## src/hdl/nbpw_pkg.sv

```systemverilog
// Shared types, constants and helpers for the nibble blitter pixel writer.
package nbpw_pkg;

  localparam int ROM_AW = 24;
  localparam int CFG_IDX_W = 3;
  localparam int CFG_DATA_W = 64;

  typedef enum logic [CFG_IDX_W-1:0] {
    REG_GFX_FLAGS   = 3'd0,
    REG_SIZE_X      = 3'd1,
    REG_SIZE_Y      = 3'd2,
    REG_LAYER_INDEX = 3'd3,
    REG_PAL_LOW     = 3'd4,
    REG_PAL_HIGH    = 3'd5,
    REG_ROM_LAST    = 3'd6
  } cfg_reg_t;

  typedef enum logic {
    REQ_START = 1'b0,
    REQ_BYTE  = 1'b1
  } req_t;

  typedef struct packed {
    logic flip_x;
    logic flip_y;
    logic transp;
    logic scr_flip;
  } gfx_ctl_t;

  typedef struct packed {
    logic [9:0] first_color;
    logic [9:0] second_color;
    logic       first_write;
    logic       second_write;
  } pix_pair_t;

  function automatic logic [ROM_AW-1:0] wrap_addr(input logic [ROM_AW-1:0] a,
                                                  input logic [23:0] last);
    return (24'(a) > last) ? '0 : a;
  endfunction

endpackage

```

## src/hdl/nbpw_pixel_map.sv

```systemverilog
// Palette lookup, layer tagging and transparency for one pixel pair.
module nbpw_pixel_map (
  input  logic [7:0]          gfx_byte,
  input  nbpw_pkg::gfx_ctl_t  ctl,
  input  logic [1:0]          layer,
  input  logic [63:0]         pal_low,
  input  logic [63:0]         pal_high,
  output nbpw_pkg::pix_pair_t pix
);
  import nbpw_pkg::*;

  logic [3:0] nib1;
  logic [3:0] nib2;
  logic [7:0] pal1;
  logic [7:0] pal2;

  function automatic logic [7:0] pal_lookup(input logic [3:0] idx,
                                            input logic [63:0] lo,
                                            input logic [63:0] hi);
    logic [127:0] pal;
    pal = {hi, lo};
    return pal[idx*8 +: 8];
  endfunction

  always_comb begin
    nib1 = ctl.flip_x ? gfx_byte[7:4] : gfx_byte[3:0];
    nib2 = ctl.flip_x ? gfx_byte[3:0] : gfx_byte[7:4];
    pal1 = pal_lookup(nib1, pal_low, pal_high);
    pal2 = pal_lookup(nib2, pal_low, pal_high);
    pix.first_color  = {layer, pal1};
    pix.second_color = {layer, pal2};
    pix.first_write  = !(ctl.transp && (pal1 == 8'hff));
    pix.second_write = !(ctl.transp && (pal2 == 8'hff));
  end

endmodule

```

## src/hdl/nibble_blitter_pixel_writer_top.sv

```systemverilog
// Top level of the nibble blitter pixel writer.
//
// Input channel (in_valid / in_stall): a start transfer (req_type 0) latches
// a blit from the raw X/Y positions and ROM start address and returns one
// result carrying the first fetch address (start+2, wrapped) with all pixel
// fields zero. Each byte transfer (req_type 1) during a blit returns one
// result with two pixels, their row, colors, write enables, the next fetch
// address and blit_done on the last byte. A byte with no blit active is
// dropped. A start during a blit aborts it.
// Configuration port (cfg_wr_en / cfg_index / cfg_data) writes registers;
// the user must do so only while the block is idle, as the block itself
// does not enforce it. Changes apply from the next item.
// Throughput: one item per cycle; the single output register accepts a new
// item whenever it is empty or its result is taken in the same cycle.
// When out_stall is high with a result waiting, in_stall rises and both
// sides hold. Reset (synchronous, rst_n low) clears the registers to their
// defaults (rom_last_address to all ones), ends any blit and empties the
// output register.
module nibble_blitter_pixel_writer_top (
  input  logic                            clk,
  input  logic                            rst_n,
  input  logic                            cfg_wr_en,
  input  logic [nbpw_pkg::CFG_IDX_W-1:0]  cfg_index,
  input  logic [nbpw_pkg::CFG_DATA_W-1:0] cfg_data,
  input  logic                            in_valid,
  output logic                            in_stall,
  input  logic                            in_req_type,
  input  logic [9:0]                      in_draw_x_raw,
  input  logic [8:0]                      in_draw_y_raw,
  input  logic [23:0]                     in_rom_start,
  input  logic [7:0]                      in_gfx_byte,
  output logic                            out_valid,
  input  logic                            out_stall,
  output logic [9:0]                      out_first_x,
  output logic [9:0]                      out_second_x,
  output logic [8:0]                      out_row_y,
  output logic [9:0]                      out_first_color,
  output logic [9:0]                      out_second_color,
  output logic                            out_first_write,
  output logic                            out_second_write,
  output logic [23:0]                     out_fetch_address,
  output logic                            out_blit_done
);
  import nbpw_pkg::*;

  logic [7:0]        gfx_flags_r;
  logic [8:0]        size_x_r;
  logic [8:0]        size_y_r;
  logic [1:0]        layer_r;
  logic [63:0]       pal_low_r;
  logic [63:0]       pal_high_r;
  logic [23:0]       rom_last_r;

  logic [10:0]       origin_x_r, origin_x_nxt;
  logic [9:0]        origin_y_r, origin_y_nxt;
  logic [8:0]        col_pos_r, col_pos_nxt;
  logic [8:0]        row_pos_r, row_pos_nxt;
  logic [9:0]        cols_left_r, cols_left_nxt;
  logic [9:0]        rows_left_r, rows_left_nxt;
  logic [ROM_AW-1:0] rom_ptr_r, rom_ptr_nxt;
  logic              active_r, active_nxt;

  logic              out_valid_r, out_valid_nxt;
  logic [9:0]        first_x_r, first_x_nxt;
  logic [9:0]        second_x_r, second_x_nxt;
  logic [8:0]        row_y_r, row_y_nxt;
  logic [9:0]        first_color_r, first_color_nxt;
  logic [9:0]        second_color_r, second_color_nxt;
  logic              first_write_r, first_write_nxt;
  logic              second_write_r, second_write_nxt;
  logic [23:0]       fetch_r, fetch_nxt;
  logic              done_r, done_nxt;

  gfx_ctl_t          ctl;
  pix_pair_t         pix;
  logic              in_xfer;
  logic              out_xfer;
  logic              is_start;
  logic              produce;
  logic [8:0]        base_x;
  logic [8:0]        pos_y;
  logic [9:0]        cols_dec;
  logic [9:0]        rows_dec;
  logic [ROM_AW-1:0] ptr_inc;

  assign ctl.flip_x   = gfx_flags_r[0];
  assign ctl.flip_y   = gfx_flags_r[1];
  assign ctl.transp   = gfx_flags_r[4];
  assign ctl.scr_flip = !gfx_flags_r[6];

  assign in_stall = out_valid_r && out_stall;
  assign in_xfer  = in_valid && !in_stall;
  assign out_xfer = out_valid_r && !out_stall;
  assign is_start = (req_t'(in_req_type) == REQ_START);
  assign produce  = is_start || active_r;

  nbpw_pixel_map u_pixel_map (
    .gfx_byte (in_gfx_byte),
    .ctl      (ctl),
    .layer    (layer_r),
    .pal_low  (pal_low_r),
    .pal_high (pal_high_r),
    .pix      (pix)
  );

  always_ff @(posedge clk) begin
    if (!rst_n) begin
      gfx_flags_r <= '0;
      size_x_r    <= '0;
      size_y_r    <= '0;
      layer_r     <= '0;
      pal_low_r   <= '0;
      pal_high_r  <= '0;
      rom_last_r  <= 24'hffffff;
    end else if (cfg_wr_en) begin
      case (cfg_reg_t'(cfg_index))
        REG_GFX_FLAGS:   gfx_flags_r <= cfg_data[7:0];
        REG_SIZE_X:      size_x_r    <= cfg_data[8:0];
        REG_SIZE_Y:      size_y_r    <= cfg_data[8:0];
        REG_LAYER_INDEX: layer_r     <= cfg_data[1:0];
        REG_PAL_LOW:     pal_low_r   <= cfg_data;
        REG_PAL_HIGH:    pal_high_r  <= cfg_data;
        REG_ROM_LAST:    rom_last_r  <= cfg_data[23:0];
        default: ;
      endcase
    end
  end

  always_comb begin
    base_x   = origin_x_r[8:0] + col_pos_r;
    pos_y    = origin_y_r[8:0] + row_pos_r;
    cols_dec = cols_left_r - 10'd1;
    rows_dec = rows_left_r - 10'd1;
    ptr_inc  = wrap_addr(rom_ptr_r + ROM_AW'(1), rom_last_r);
  end

  always_comb begin
    origin_x_nxt     = origin_x_r;
    origin_y_nxt     = origin_y_r;
    col_pos_nxt      = col_pos_r;
    row_pos_nxt      = row_pos_r;
    cols_left_nxt    = cols_left_r;
    rows_left_nxt    = rows_left_r;
    rom_ptr_nxt      = rom_ptr_r;
    active_nxt       = active_r;
    first_x_nxt      = first_x_r;
    second_x_nxt     = second_x_r;
    row_y_nxt        = row_y_r;
    first_color_nxt  = first_color_r;
    second_color_nxt = second_color_r;
    first_write_nxt  = first_write_r;
    second_write_nxt = second_write_r;
    fetch_nxt        = fetch_r;
    done_nxt         = done_r;
    out_valid_nxt    = out_valid_r && !out_xfer;

    if (in_xfer && produce) begin
      out_valid_nxt = 1'b1;
      if (is_start) begin
        origin_x_nxt  = {1'b0, ~in_draw_x_raw} - 11'(size_x_r);
        origin_y_nxt  = {1'b0, ~in_draw_y_raw} - 10'(size_y_r) - 10'd1;
        col_pos_nxt   = ctl.flip_x ? size_x_r : 9'd0;
        row_pos_nxt   = ctl.flip_y ? size_y_r : 9'd0;
        cols_left_nxt = 10'(size_x_r) + 10'd1;
        rows_left_nxt = 10'(size_y_r) + 10'd1;
        rom_ptr_nxt   = wrap_addr(ROM_AW'(in_rom_start) + ROM_AW'(2), rom_last_r);
        active_nxt    = 1'b1;
        first_x_nxt      = '0;
        second_x_nxt     = '0;
        row_y_nxt        = '0;
        first_color_nxt  = '0;
        second_color_nxt = '0;
        first_write_nxt  = 1'b0;
        second_write_nxt = 1'b0;
        fetch_nxt        = 24'(rom_ptr_nxt);
        done_nxt         = 1'b0;
      end else begin
        rom_ptr_nxt   = ptr_inc;
        cols_left_nxt = cols_dec;
        col_pos_nxt   = ctl.flip_x ? col_pos_r - 9'd1 : col_pos_r + 9'd1;
        done_nxt      = 1'b0;
        if (cols_dec == 10'd0) begin
          rows_left_nxt = rows_dec;
          if (rows_dec == 10'd0) begin
            done_nxt   = 1'b1;
            active_nxt = 1'b0;
          end else begin
            row_pos_nxt   = ctl.flip_y ? row_pos_r - 9'd1 : row_pos_r + 9'd1;
            col_pos_nxt   = ctl.flip_x ? size_x_r : 9'd0;
            cols_left_nxt = 10'(size_x_r) + 10'd1;
          end
        end
        first_x_nxt      = ctl.scr_flip ? ~{base_x, 1'b0} : {base_x, 1'b0};
        second_x_nxt     = ctl.scr_flip ? ~{base_x, 1'b1} : {base_x, 1'b1};
        row_y_nxt        = ctl.scr_flip ? ~pos_y : pos_y;
        first_color_nxt  = pix.first_color;
        second_color_nxt = pix.second_color;
        first_write_nxt  = pix.first_write;
        second_write_nxt = pix.second_write;
        fetch_nxt        = 24'(ptr_inc);
      end
    end
  end

  always_ff @(posedge clk) begin
    if (!rst_n) begin
      origin_x_r  <= '0;
      origin_y_r  <= '0;
      col_pos_r   <= '0;
      row_pos_r   <= '0;
      cols_left_r <= '0;
      rows_left_r <= '0;
      rom_ptr_r   <= '0;
      active_r    <= 1'b0;
      out_valid_r <= 1'b0;
    end else begin
      origin_x_r  <= origin_x_nxt;
      origin_y_r  <= origin_y_nxt;
      col_pos_r   <= col_pos_nxt;
      row_pos_r   <= row_pos_nxt;
      cols_left_r <= cols_left_nxt;
      rows_left_r <= rows_left_nxt;
      rom_ptr_r   <= rom_ptr_nxt;
      active_r    <= active_nxt;
      out_valid_r <= out_valid_nxt;
    end
  end

  always_ff @(posedge clk) begin
    first_x_r      <= first_x_nxt;
    second_x_r     <= second_x_nxt;
    row_y_r        <= row_y_nxt;
    first_color_r  <= first_color_nxt;
    second_color_r <= second_color_nxt;
    first_write_r  <= first_write_nxt;
    second_write_r <= second_write_nxt;
    fetch_r        <= fetch_nxt;
    done_r         <= done_nxt;
  end

  assign out_valid         = out_valid_r;
  assign out_first_x       = first_x_r;
  assign out_second_x      = second_x_r;
  assign out_row_y         = row_y_r;
  assign out_first_color   = first_color_r;
  assign out_second_color  = second_color_r;
  assign out_first_write   = first_write_r;
  assign out_second_write  = second_write_r;
  assign out_fetch_address = fetch_r;
  assign out_blit_done     = done_r;

  a_stall_only_when_full: assert property (@(posedge clk) disable iff (!rst_n)
    in_stall |-> out_valid_r)
    else $error("input stalled with empty output register");

  a_end_reports_done: assert property (@(posedge clk) disable iff (!rst_n)
    ($fell(active_r) && $past(rst_n)) |-> (out_valid_r && done_r))
    else $error("blit ended without a done result");

  a_start_result_blank: assert property (@(posedge clk) disable iff (!rst_n)
    (in_xfer && is_start) |=>
      (out_valid_r && !done_r && !first_write_r && !second_write_r && active_r))
    else $error("start transfer gave a malformed result");

endmodule

```

## config.mk

```make
export PLATFORM = sky130hd
export DESIGN_NAME = nibble_blitter_pixel_writer_top
export DESIGN_NICKNAME = d
export VERILOG_FILES = /design/src/hdl/nbpw_pkg.sv /design/src/hdl/nbpw_pixel_map.sv /design/src/hdl/nibble_blitter_pixel_writer_top.sv
export SDC_FILE = /design/constraint.sdc
export NUM_CORES = 1
export LEC_CHECK = 0
export BUFFER_PORTS_ARGS = -buffer_cell sky130_fd_sc_hd__buf_2
export CORE_UTILIZATION = 25
export CTS_BUF_LIST = sky130_fd_sc_hd__clkbuf_4
export CTS_CLUSTER_DIAMETER = 40
export DETAILED_ROUTE_END_ITERATION = 10
export PLACE_DENSITY = 0.38
export SETUP_SLACK_MARGIN = 0.1
export SLEW_MARGIN = 30
export SYNTH_ARGS = -nofsm -noshare
export SYNTH_HDL_FRONTEND = slang
export SYNTH_HIERARCHICAL = 1
export SYNTH_SLANG_ARGS = --single-unit
```

## constraint.sdc

```tcl
create_clock -name clk -period 4.07 [get_ports clk]
set_input_delay 0.2035 -clock clk [delete_from_list [all_inputs] [get_ports clk]]
set_output_delay 0.2035 -clock clk [all_outputs]
set_load 0.02 [all_outputs]
```

==> out/results.ini <==
[floorplan]
die_area_um2 = 77890
core_um2 = 75950
die_y_um = 279.1
rows = 101
die_w_um = 279.1
start_util = 0.2527
ios = 202

[sta]
finalHoldViolations = 0
relSlewSlack = 0.4162
setup_viol = 0
finalSetupTns_ps = 0
fin_ws_ps = 255.9
skew_ps = 72.84
min_period_ps = 3814
drv_slew = 0
min_period_over_period = 0.9371
worst_pin_slew_ps = 875.7
rsz0062_at_grt = no
max_freq_mhz = 262.2

[hold_path]
hold_start = in_rom_start[2]
holdPathEnd = out_fetch_address[2]
hp-class = input port to register
hold_depth = 4

[cts]
clock_latency_ps = 890
clk_path_buf_depth = 3
cts.htree.levels = 3
cts_buffers = 105
cts.sinks = 325
cts_tree = yes
clockRootBuffer = clkbuf_4
clk_pin_slew_ps = 60

[final_layout]
drive_above_1_share = 0.1948
final_nets = 2804
area_growth_pct = 26.22

[critical_path]
crit_path_start_kind = input port
crit_type = input port to register
reg2reg_to = rom_ptr_r[0]
cp.arrival_ps = 4520
required_ps = 4780
reg2reg_slack_ps = 310
crit_fanout = 7
timing.rr.start = rom_ptr_r[1]
crit_path_end_kind = register
reg2reg_depth = 15

[route]
first_pass_iters = 5
wl_mm = 68.17
postRouteAntennaNets = 0
wl_per_cell_um = 18.48
via_count = 17571
route.detailed.drc = 0
initialDrtViolationCount = 937
via_per_inst = 4.764

[flow_run]
maxCapViolCount = 0

[place]
portBuffers = 200
place_hpwl_mm = 47.81
routabilityCongestion = 0.8428
post-place-ws_ps = 153.1

[pwr]
leakage_nw = 9.711
p_per_area_nw_per_um2 = 353.2
ir_drop_mv = 0.1854

[yosys]
synth_fp_nets = 2441
synth_cells = 2209
ys_warn_count = 6
synth.ff_latch_count = 325
ys_types = 95
synthArstFlopShare = 0
netlist_area_um2 = 19190
syn_avg_cell_area_um2 = 8.689
synth_edf_count = 67
ys_seq_area_frac = 0.3739
synthFlopType = dfxtp_1

[grt]
grt_pass1_vias = 17802
gr-total-overflow = 0
grt_max_degree = 80
grt_first_pass_wirelength_mm = 104.9
grtUsageTotal = 0.1741
antenna_found_initial = 4

[run_status]
status = complete, no violations

==> layout make-up <==
cell class	count	area [um^2]
Antenna cell	4	10.01
Clock buffer	165	1239
Clock inverter	24	183.9
Fill cell	8071	51720
Inverter	124	473.0
Multi-Input combinational cell	1629	11010
Sequential cell	325	7179
Tap cell	1030	1289
Timing Repair Buffer	387	2845
==> layout by cell type, fill, tap and decap left out, types with 51 or more instances in the layout <==
cell	synthesis	routed
dlygate4sd3_1	0	143
ha_1	102	102
nand3_1	87	86
xnor2_1	79	79
dfxtp_1	258	256
o21ai_0	59	58
edfxtp_1	67	67
nand2_1	433	432
clkbuf_4	0	165
buf_2	15	200
o211ai_1	51	51
inv_1	122	122
nor2_1	102	99
a21oi_1	232	232
==> power by group <==
| group | total, W | internal, W | switching, W |
|---|---|---|---|
| registers | 0.00356 | 0.00344 | 0.000119 |
| logic | 0.00140 | 0.000571 | 0.000825 |
| clock network | 0.00360 | 0.00201 | 0.00159 |
| total | 0.00856 | 0.00603 | 0.00253 |
==> repair_timing <==
action,4_1_cts,5_1_grt
endpoints found under the hold margin,257,0
buffers inserted,0,0
hold buffers,143,0
gates resized for setup,0,12
setup endpoints to repair,0,42
==> worst max path at each step <==
stage | startpoint | endpoint | slack, ps | depth (start not counted)
final | in_rom_start[8] | rom_ptr_r[0] | 260 | 16
after global routing | in_rom_start[9] | rom_ptr_r[2] | 70 | 16
after CTS | rom_ptr_r[1] | rom_ptr_r[21] | 140 | 16
after detailed placement | rom_ptr_r[1] | rom_ptr_r[19] | 150 | 16
after global placement | rom_ptr_r[9] | rom_ptr_r[17] | 260 | 16
after floorplan | rom_ptr_r[0] | out_fetch_address[11] | 510 | 17
==> routing by layer <==
layer | wire length, um | track usage | part of all wire | vias to the layer above
li1 | - | - | - | 8652
met1 | 31590 | 0.2267 | 0.46 | 8399
met2 | 32000 | 0.2876 | 0.47 | 394
met3 | 2833 | 0.03280 | 0.042 | 124
met4 | 1730 | 0.05776 | 0.025 | 2
met5 | 13 | 0 | 0.00019 | -
==> state kept, by name (all words and copies together) (netlist names), 2 cells and up <==
name and count:
cols_left_r 10, pal_high_r 64, col_pos_r 9, rom_ptr_r 24
rows_left_r 10, out_second_color 10, rom_last_r 24, row_pos_r 9
gfx_flags_r 4, layer_r 2, size_y_r 9, out_first_x 10
out_fetch_address 24, origin_x_r 9, origin_y_r 9, out_row_y 9
size_x_r 9, out_first_color 10, pal_low_r 64
==> worst max-delay path, stage by stage <==
cell	delay (ps)
dlygate4sd3_1	530
buf_2	150
and4_1	280
nand4_1	270
nor3_2	300
xnor2_1	160
dlygate4sd3_1	610
inv_1	90
ha_1	290
a21oi_1	140
nor2_1	60
a211oi_1	280
o211a_1	260
a21bo_4	200
or4b_2	580
o311ai_0	110
==> per-stage QoR <==
stage                     instance area (um^2)  utilization  power, W  instances  hold slack, ps
after floorplan                          19190            -  0.004451       2209           332.1
after global routing                     24230       0.3190  0.009065       3687           71.87
after CTS                                24150       0.3180  0.008739       3683           10.28
after global placement                   21290       0.2804  0.004904       3351           442.0
after detailed placement                 21300       0.2804  0.004920       3351           451.8
final                                    24230       0.3190  0.008558       3688           103.0
==> cell usage after synthesis (16+ instances only) <==
cell / number / area share
buf_4: 16 / 0.0063
a21o_1: 24 / 0.0094
dfxtp_1: 258 / 0.27
and3_1: 21 / 0.0068
and2_1: 25 / 0.0081
xor2_1: 34 / 0.016
mux2i_1: 38 / 0.020
inv_1: 122 / 0.024
edfxtp_1: 67 / 0.10
nand4_1: 25 / 0.0081
xnor2_1: 79 / 0.036
clkbuf_1: 85 / 0.017
mux4_2: 45 / 0.053
o211ai_1: 51 / 0.020
o21ai_0: 59 / 0.015
ha_1: 102 / 0.066
nor2b_1: 19 / 0.0062
a21oi_1: 232 / 0.060
nor3_1: 27 / 0.0070
nor2_1: 102 / 0.020
a22oi_1: 16 / 0.0063
nand2_1: 433 / 0.085
o22ai_1: 23 / 0.0075
nand3_1: 87 / 0.023
a31oi_1: 18 / 0.0059
==> cell families (layout without fill, tap and decap cells) <==
kind of cell | Yosys count | in the layout | synth area share
adders and majority gates | 108 | 108 | 0.07275
muxes | 97 | 97 | 0.08800
buffers and inverters | 255 | 700 | 0.05743
and+or+nand+nor | 801 | 801 | 0.1897
AOI/OAI and AO/OA | 510 | 510 | 0.1667
DFF | 325 | 325 | 0.3739
xor gates and xnor gates | 113 | 113 | 0.05156
other | 0 | 4 | 0
Note: power is estimated with default switching activity, not from simulation.
